`config.mk`:
```
export PLATFORM = sky130hd
export DESIGN_NAME = signed_int_to_decimal_ascii_top_flat
export DESIGN_NICKNAME = d
export VERILOG_FILES = /design/src/sida_pkg.sv /design/src/sida_if.sv /design/src/sida_ctrl.sv /design/src/sida_dp.sv /design/src/signed_int_to_decimal_ascii_top.sv /design/src/flat_wrapper.sv
export SDC_FILE = /design/constraint.sdc
export NUM_CORES = 1
export LEC_CHECK = 0
export BUFFER_PORTS_ARGS = -buffer_cell sky130_fd_sc_hd__buf_2
export CORE_AREA = 8 8 134 136
export DETAILED_ROUTE_END_ITERATION = 12
export DIE_AREA = 0 0 142 144
export SYNTH_ARGS = -nofsm -noshare
export SYNTH_HDL_FRONTEND = slang
export SYNTH_SLANG_ARGS = --single-unit
```
`constraint.sdc`:
```
create_clock -name clock -period 4.15 [get_ports clock]
set_input_delay 0.83 -clock clock [delete_from_list [all_inputs] [get_ports clock]]
set_output_delay 0.83 -clock clock [all_outputs]
set_load 0.01 [all_outputs]
```
`src/sida_pkg.sv`:
```
`timescale 1ns / 1ps
// ----------------------------------------------------------------------------
// sida_pkg
// Shared types and constants for the signed integer to decimal ASCII block.
// ----------------------------------------------------------------------------
package sida_pkg;

   localparam logic [6:0] CH_ZERO  = 7'd48;
   localparam logic [6:0] CH_MINUS = 7'd45;

   typedef struct packed {
      logic load;
      logic step;
      logic size;
      logic sign_sel;
      logic emit;
   } sida_cmd_type;

   typedef struct packed {
      logic conv_last;
      logic negative;
      logic last_digit;
   } sida_stat_type;

   // decimal digits needed for the magnitude 2^(width-1)
   function automatic int dec_digits(input int width);
      logic [64:0] lim;
      logic [64:0] p;
      int          n;
      lim = 65'd1 << (width - 1);
      p   = 65'd10;
      n   = 1;
      for (int i = 0; i < 20; i++) begin
         if (p <= lim) begin
            n = n + 1;
            p = 65'(p * 65'd10);
         end
      end
      return n;
   endfunction

endpackage

```
`src/sida_if.sv`:
```
`timescale 1ns / 1ps
// ----------------------------------------------------------------------------
// sida_req_if / sida_rsp_if
// Valid/ready channels: integer beats in, character beats out.
// ----------------------------------------------------------------------------
interface sida_req_if #(
   parameter int VALUE_WIDTH = 32
);
   logic                          valid;
   logic                          ready;
   logic signed [VALUE_WIDTH-1:0] value;

   modport source (output valid, output value, input ready);
   modport sink   (input valid, input value, output ready);
endinterface

interface sida_rsp_if;
   logic       valid;
   logic       ready;
   logic [6:0] char_code;
   logic       last;

   modport source (output valid, output char_code, output last, input ready);
   modport sink   (input valid, input char_code, input last, output ready);
endinterface

```
`src/sida_ctrl.sv`:
```
`timescale 1ns / 1ps
// ----------------------------------------------------------------------------
// sida_ctrl
// Sequencer: accept, convert bit by bit, size the text, then emit beats.
// ----------------------------------------------------------------------------
module sida_ctrl (
   input  logic                    clock,
   input  logic                    reset,
   input  logic                    req_valid,
   output logic                    req_ready,
   output logic                    rsp_valid,
   input  logic                    rsp_ready,
   output sida_pkg::sida_cmd_type  cmd,
   input  sida_pkg::sida_stat_type stat
);

   typedef enum logic [2:0] {
      ST_IDLE,
      ST_CONVERT,
      ST_SIZE,
      ST_SIGN,
      ST_DIGITS
   } state_type;

   state_type state_ff;
   state_type state_in;

   always_comb begin
      state_in  = state_ff;
      req_ready = 1'b0;
      rsp_valid = 1'b0;
      cmd       = '0;
      unique case (state_ff)
         ST_IDLE: begin
            req_ready = 1'b1;
            if (req_valid) begin
               cmd.load = 1'b1;
               state_in = ST_CONVERT;
            end
         end
         ST_CONVERT: begin
            cmd.step = 1'b1;
            if (stat.conv_last) begin
               state_in = ST_SIZE;
            end
         end
         ST_SIZE: begin
            cmd.size = 1'b1;
            state_in = stat.negative ? ST_SIGN : ST_DIGITS;
         end
         ST_SIGN: begin
            rsp_valid    = 1'b1;
            cmd.sign_sel = 1'b1;
            if (rsp_ready) begin
               state_in = ST_DIGITS;
            end
         end
         ST_DIGITS: begin
            rsp_valid = 1'b1;
            if (rsp_ready) begin
               cmd.emit = 1'b1;
               if (stat.last_digit) begin
                  state_in = ST_IDLE;
               end
            end
         end
         default: state_in = ST_IDLE;
      endcase
   end

   always_ff @(posedge clock) begin
      if (reset) begin
         state_ff <= ST_IDLE;
      end else begin
         state_ff <= state_in;
      end
   end

endmodule

```
`src/sida_dp.sv`:
```
`timescale 1ns / 1ps
// ----------------------------------------------------------------------------
// sida_dp
// Magnitude and BCD shift registers with add-3 correction, digit counter
// and character select.
// ----------------------------------------------------------------------------
module sida_dp #(
   parameter int VALUE_WIDTH = 32
) (
   input  logic                          clock,
   input  logic                          reset,
   input  logic signed [VALUE_WIDTH-1:0] value,
   input  sida_pkg::sida_cmd_type        cmd,
   output sida_pkg::sida_stat_type       stat,
   output logic [6:0]                    char_code,
   output logic                          last
);

   localparam int NDIG = sida_pkg::dec_digits(VALUE_WIDTH);
   localparam int BW   = 4 * NDIG;
   localparam int CW   = $clog2(VALUE_WIDTH);
   localparam int LW   = $clog2(NDIG + 1);
   localparam int IW   = $clog2(NDIG);

   logic [VALUE_WIDTH-1:0] mag_ff, mag_in;
   logic [BW-1:0]          bcd_ff, bcd_in;
   logic [CW-1:0]          bit_cnt_ff, bit_cnt_in;
   logic [LW-1:0]          left_ff, left_in;
   logic                   neg_ff, neg_in;

   logic [VALUE_WIDTH-1:0] raw;
   logic [BW-1:0]          adj;
   logic [LW-1:0]          sig_cnt;
   logic [IW-1:0]          dig_idx;
   logic [3:0]             dig;

   assign raw = value;

   always_comb begin
      for (int i = 0; i < NDIG; i++) begin
         adj[4*i +: 4] = (bcd_ff[4*i +: 4] >= 4'd5) ? 4'(bcd_ff[4*i +: 4] + 4'd3)
                                                    : bcd_ff[4*i +: 4];
      end
   end

   always_comb begin
      sig_cnt = LW'(1);
      for (int i = 0; i < NDIG; i++) begin
         if (bcd_ff[4*i +: 4] != 4'd0) begin
            sig_cnt = LW'(i + 1);
         end
      end
   end

   always_comb begin
      mag_in     = mag_ff;
      bcd_in     = bcd_ff;
      bit_cnt_in = bit_cnt_ff;
      left_in    = left_ff;
      neg_in     = neg_ff;
      if (cmd.load) begin
         neg_in     = raw[VALUE_WIDTH-1];
         mag_in     = raw[VALUE_WIDTH-1] ? VALUE_WIDTH'(~raw + 1'b1) : raw;
         bcd_in     = '0;
         bit_cnt_in = '0;
      end
      if (cmd.step) begin
         bcd_in     = {adj[BW-2:0], mag_ff[VALUE_WIDTH-1]};
         mag_in     = {mag_ff[VALUE_WIDTH-2:0], 1'b0};
         bit_cnt_in = CW'(bit_cnt_ff + 1'b1);
      end
      if (cmd.size) begin
         left_in = sig_cnt;
      end
      if (cmd.emit) begin
         left_in = LW'(left_ff - 1'b1);
      end
   end

   always_ff @(posedge clock) begin
      if (reset) begin
         bit_cnt_ff <= '0;
         left_ff    <= '0;
         neg_ff     <= 1'b0;
      end else begin
         bit_cnt_ff <= bit_cnt_in;
         left_ff    <= left_in;
         neg_ff     <= neg_in;
      end
      mag_ff <= mag_in;
      bcd_ff <= bcd_in;
   end

   assign dig_idx = IW'(left_ff - 1'b1);
   assign dig     = bcd_ff[4*dig_idx +: 4];

   assign stat.conv_last  = (bit_cnt_ff == CW'(VALUE_WIDTH - 1));
   assign stat.negative   = neg_ff;
   assign stat.last_digit = (left_ff == LW'(1));

   assign char_code = cmd.sign_sel ? sida_pkg::CH_MINUS
                                   : 7'(sida_pkg::CH_ZERO + {3'd0, dig});
   assign last      = cmd.sign_sel ? 1'b0 : stat.last_digit;

endmodule

```
`src/signed_int_to_decimal_ascii_top.sv`:
```
`timescale 1ns / 1ps
// ----------------------------------------------------------------------------
// signed_int_to_decimal_ascii_top
// Signed integer in, decimal ASCII text out, one character per beat.
// ----------------------------------------------------------------------------
// Each accepted integer is converted with a shift-and-add-3 binary to BCD
// loop that takes one input bit per cycle over all VALUE_WIDTH bits (32 by
// default), after which the significant digits are counted. The text then
// leaves one character per beat: '-' first for negative values, then the
// digits, most significant first, with last set on the final one. Each
// text is 1 to 11 characters long by default, and a new integer is accepted
// only after the previous text is fully delivered.
module signed_int_to_decimal_ascii_top #(
   parameter int VALUE_WIDTH = 32
) (
   input  logic       clock,
   input  logic       reset,
   sida_req_if.sink   req_chan,
   sida_rsp_if.source rsp_chan
);

   sida_pkg::sida_cmd_type  cmd;
   sida_pkg::sida_stat_type stat;

   sida_ctrl u_ctrl (
      .clock     (clock),
      .reset     (reset),
      .req_valid (req_chan.valid),
      .req_ready (req_chan.ready),
      .rsp_valid (rsp_chan.valid),
      .rsp_ready (rsp_chan.ready),
      .cmd       (cmd),
      .stat      (stat)
   );

   sida_dp #(
      .VALUE_WIDTH (VALUE_WIDTH)
   ) u_dp (
      .clock     (clock),
      .reset     (reset),
      .value     (req_chan.value),
      .cmd       (cmd),
      .stat      (stat),
      .char_code (rsp_chan.char_code),
      .last      (rsp_chan.last)
   );

endmodule
```
`src/flat_wrapper.sv`:
```
// flat-port wrapper written by rule: the top's interface ports become plain ports
module signed_int_to_decimal_ascii_top_flat 
#(
   parameter int VALUE_WIDTH = 32
)
  (clock, reset, req_chan_valid, req_chan_value, req_chan_ready, rsp_chan_valid, rsp_chan_char_code, rsp_chan_last, rsp_chan_ready);
  sida_req_if #(.VALUE_WIDTH(VALUE_WIDTH)) req_chan_i ();
  sida_rsp_if rsp_chan_i ();
  input  logic clock;
  input  logic reset;
  input wire logic [$bits(req_chan_i.valid)-1:0] req_chan_valid;
  input wire logic [$bits(req_chan_i.value)-1:0] req_chan_value;
  output wire logic [$bits(req_chan_i.ready)-1:0] req_chan_ready;
  output wire logic [$bits(rsp_chan_i.valid)-1:0] rsp_chan_valid;
  output wire logic [$bits(rsp_chan_i.char_code)-1:0] rsp_chan_char_code;
  output wire logic [$bits(rsp_chan_i.last)-1:0] rsp_chan_last;
  input wire logic [$bits(rsp_chan_i.ready)-1:0] rsp_chan_ready;
  assign req_chan_i.valid = req_chan_valid;
  assign req_chan_i.value = req_chan_value;
  assign req_chan_ready = req_chan_i.ready;
  assign rsp_chan_valid = rsp_chan_i.valid;
  assign rsp_chan_char_code = rsp_chan_i.char_code;
  assign rsp_chan_last = rsp_chan_i.last;
  assign rsp_chan_i.ready = rsp_chan_ready;
  signed_int_to_decimal_ascii_top #(.VALUE_WIDTH(VALUE_WIDTH)) u_core (.clock(clock), .reset(reset), .req_chan(req_chan_i), .rsp_chan(rsp_chan_i));
endmodule
```
==> reports/results.env <==
FLOORPLAN.INITIALDENSITY_PCT=33.96
DR_TOTAL_VIAS=4298
TIMING.FINAL.CRIT_SHARE_PCT=77.29
WORST-PATH-MAX-FANOUT=11
CRITPATHBUFINV=2
DIE_AREA_SQ_MM=0.02045
DIE_HEIGHT_UM=144
ANTENNA_FOUND_INITIAL=0
P_R_AREA_GROWTH_VS_SYN_PCT=12.88
CTSRESIZECOUNT=0
POST_CTS.REPAIR.SETUP_BUFFERS=0
PROPORTION_OF_POWER_DRAWN_BY_COMBINATIONAL_GATES_PCT=27.0
DRT-PASS1-ITER-COUNT=4
IO_PINS=46
REG2REG_SLACK_PS=1520
POWER.STATIC_LEAKAGE_nW=2.266
CLOCK-SINKS=85
CRITICAL_PATH.MAX_STAGE_DELAY_PS=580
SYNTH_SEQUENTIAL_AREA_RATIO_PCT=44.25
FINAL_LAYOUT_NET_COUNT=673
FIN_SKEW_PS=7.084
HOLDBUFCOUNTCTS=0
DOMINANTREGCELLSYNTH='edfxtp_1'
CORE_AREA_SQ_MM=0.01605
END_KIND='output pin'
FINALWEIGHTEDCONGESTION=0.8535
CRITICAL-PATH-TOP-DELAY-FAMILY='multiplexers'
GLOBAL_ROUTE.USAGE.MET1_PCT=15.10
MAPPEDNETLISTNETS=638
POSTSYNTHCELLCOUNT=577
WORST-ENDPOINT-ARRIVAL_PS=2380
WORSTREGTOREGCELLS=5
SYNTHESIS.AREA_PER_INSTANCE_SQ_UM=9.448
CRIT_PATH_START_KIND='flop'
START_POINT_OF_THE_WORST_MIN_DELAY_PATH='u_core.u_dp.mag_ff[0]'
LARGEST_CELLS_BY_AREA_AFTER_SYNTHESIS='edfxtp_1 (39%), xor2_1 (6.1%), ha_1 (5.7%), nand2_1 (5.2%), dfxtp_1 (5.1%)'
FILLERINSTANCES=1632
SYNTH_MOST_COMMON_CELL='nand2_1'
HOLD_CLASS='flop to flop'
WORSTHOLDPATHCELLS=2
CTS.CLK_SLEW.WORST_PATHS_PS=60
GLOBAL_ROUTE.USAGE.MET3_PCT=3.235
SYNTH_LARGEST_TYPE_AREA_FRACTION_PCT=39.11
YOSYS-TOP-CELLS-COUNT='nand2_1 (76), edfxtp_1 (71), nor2_1 (66)'
TRITONCTS='yes'
DRC_ERRORS=0
REGTOREGSTARTPOINT='u_core.u_ctrl.state_ff[0]'
REPORT.FINAL.SLEW_VIOL_COUNT=0
REGTOREGENDPOINT='u_core.u_dp.bit_cnt_ff[0]'
CELLPOWERDENSITY_mW_PER_MM2=453.3
FMAX_MHz=311.8
MULTI_INPUT_GATE_AREA_SQ_MM=0.002839
RUN_STATUS='finished clean'
FINALSETUPVIOLATIONS=0
DESIGN_AREA_SQ_MM=0.006153
DETAIL-ROUTE-ANTENNA-NETS=0
UNREPAIRED_SETUP_ENDPOINTS_AFTER_GLOBAL_ROUTING='false'
SWITCHINGPOWER_uW=904.4
FLOORPLAN.ROWS=47
YOSYSTOPAREACELL='edfxtp_1'
SYNTH_SEQ_CELLS=85
SHARE_OF_FINAL_LAYOUT_STANDARD_CELLS_STRONGER_THAN_DRIVE_STRENGTH_1_PCT=12.64
HTREEDEPTH=3
HOLD_VIOL=0
SYNTHESIS.AREA_SQ_MM=0.005451
ROUTED_VIA_DENSITY=5.135
WORST-SETUP-PATH-TYPE='flop to output pin'
CRIT_PATH_CELL_TRACE='inv_1 -> ha_1 -> mux4_2 -> mux2i_1 -> o221ai_1 -> buf_2'
COUNT_OF_ROUTING_VIOLATIONS_AFTER_THE_OPENING_DETAILED_ROUTE_ITERATION=280
P_INT_mW=1.885
CTSROOTBUFFERMASTER='clkbuf_16'
PORT-BUFFER-COUNT=43
TNS_PS=0
ANTENNADIODECOUNT=0
MAX_VDD_DROP_uV=220.6
CTS-BUFFERS-INSERTED=9
GLOBAL_ROUTE_WIRE_LENGTH_BEFORE_REPAIR_MM=20.53
NUMBER_OF_GLOBAL_ROUTE_VIAS_BEFORE_REPAIR=4382
DPL-INSTANCE-AREA_SQ_MM=0.005881
SW_FRAC_OF_TOTAL_PCT=32.42
CLKLATENCYLATEPIN_PS=340
WORST-SLEW-PIN-TRANSITION_PS=989.8
CP_REQUIRED_PS=3320
POSTROUTEWIRELENGTH_MM=12.18
FINALWORSTPATHREQUIREDPERIOD_PS=3208
OVERFLOW=0
CPMAXSTAGEDELAYCELL='ha_1'
BUSIEST_LAYER='met2'
GLOBALROUTEMET2UTIL_PCT=20.79
DIE-WIDTH_UM=142
ROUTED_WIRE_LENGTH_PER_INSTANCE_UM=14.56
HPWLAFTERDP_MM=8.995
MAX-SLEW-MARGIN-REL_PCT=34.01
CTS_BUFFER_DEPTH=2
DRV.MAX_CAP_VIOLATION_COUNT=0
SHARE_SEQ_OF_TOTAL_POWER_PCT=46.2
MAXIMUM_NUMBER_OF_PINS_ON_ONE_NET_BEFORE_GLOBAL_ROUTE_REPAIR=46
HOLD_CRIT_ENDPOINT='u_core.u_dp.mag_ff[0]'
POWER.SHARE.CLOCK_PCT=26.9
LAYOUT.AREA.SEQ_SQ_MM=0.002412
YS_TYPES=53
SYNTH_ENABLE_FLOP_CELLS=71
ASYNC_RESET_FF_SHARE_PCT=0
POWER.TOTAL_mW=2.790
OVERALL_FRACTION_OF_GLOBAL_ROUTE_TRACKS_IN_USE_PCT=12.43
YS_WARN_COUNT=0
==> power by group through the flow <==
stage          Clock, mW  Sequential (mW)  Combinational, mW
5_1_grt            0.796             1.31              0.856
2_1_floorplan          0             1.25              0.578
3_5_place_dp           0             1.30              0.755
3_3_place_gp           0             1.30              0.719
4_1_cts            0.775             1.29              0.759
6_report           0.750             1.29              0.752
==> cell families after synthesis <==
| logic type | share of synthesized area [%] |
|---|---|
| and+or+nand+nor | 18.04 |
| AOI/OAI and AO/OA | 14.80 |
| DFF | 44.25 |
| buffers and inverters | 3.833 |
| xor gates and xnor gates | 8.033 |
| adders and majority gates | 5.738 |
| muxes | 5.164 |
| other | 0.1378 |
==> per-stage QoR <==
stage / utilization, % / instances / hold slack (ps) / setup WS, ps
floorplan: - / 577 / 434.4 / 521.4
global placement: 36.63 / 821 / 444.5 / 1383
detailed placement: 36.63 / 821 / 464.7 / 1322
CTS: 38.33 / 837 / 473.3 / 936.3
global route: 38.33 / 837 / 491.5 / 804.5
finish: 38.33 / 837 / 463.7 / 942.5
==> how the worst max path moves through the flow <==
stage / endpoint / slack [ps] / start / depth (start not counted)
after CTS: rsp_chan_char_code[3] / 940 / u_core.u_dp.left_ff[1] / 6
after global placement: rsp_chan_char_code[1] / 1380 / u_core.u_dp.left_ff[1] / 8
final: rsp_chan_char_code[3] / 940 / u_core.u_dp.left_ff[1] / 6
after floorplan: u_core.u_dp.bit_cnt_ff[2] / 520 / req_chan_valid / 6
after detailed placement: rsp_chan_char_code[0] / 1320 / u_core.u_dp.left_ff[1] / 6
after global routing: rsp_chan_char_code[1] / 800 / u_core.u_dp.left_ff[1] / 8
==> registers in the layout, summed over array words and instances (netlist names) <==
register / flops
u_core.u_ctrl.state_ff: 3
u_core.u_dp.left_ff: 4
u_core.u_dp.bit_cnt_ff: 5
u_core.u_dp.mag_ff: 32
u_core.u_dp.neg_ff: 1
u_core.u_dp.bcd_ff: 40
==> cells in the final DEF (no fill, tap or decap), drive strengths merged, types with 5 or more instances in the layout <==
cell,count
nand2,76
edfxtp,71
nor2,66
o21ai,49
buf,48
a21oi,47
xor2,38
inv,27
ha,25
nor3,17
clkbuf,15
nand2b,14
dfxtp,14
o31ai,13
xnor2,12
mux2i,9
mux4,8
o41ai,8
nand3,7
or3,6
nor3b,5
==> area by class of cell <==
| type | instances | area share (%) |
|---|---|---|
| inverter | 27 | 1.647 |
| tap | 220 | 4.473 |
| clock inverter | 1 | 0.08133 |
| timing repair buffer | 48 | 4.107 |
| sequential | 85 | 39.20 |
| multi-input combinational | 441 | 46.14 |
| clock buffer | 15 | 4.351 |
==> metal layers <==
metal	vias to the layer above	share of wire (%)	wire length, um
li1	2131	-	-
met1	2061	47	5702
met2	94	48	5876
met3	12	4.1	494
met4	0	0.90	110
met5	-	0	0
==> worst min-delay path, cell delays in order, from the launching register on <==
cell	delay, ps
dfxtp_1	310
nand2_1	50
a21oi_1	60
Note: power is estimated with default switching activity, not from simulation.
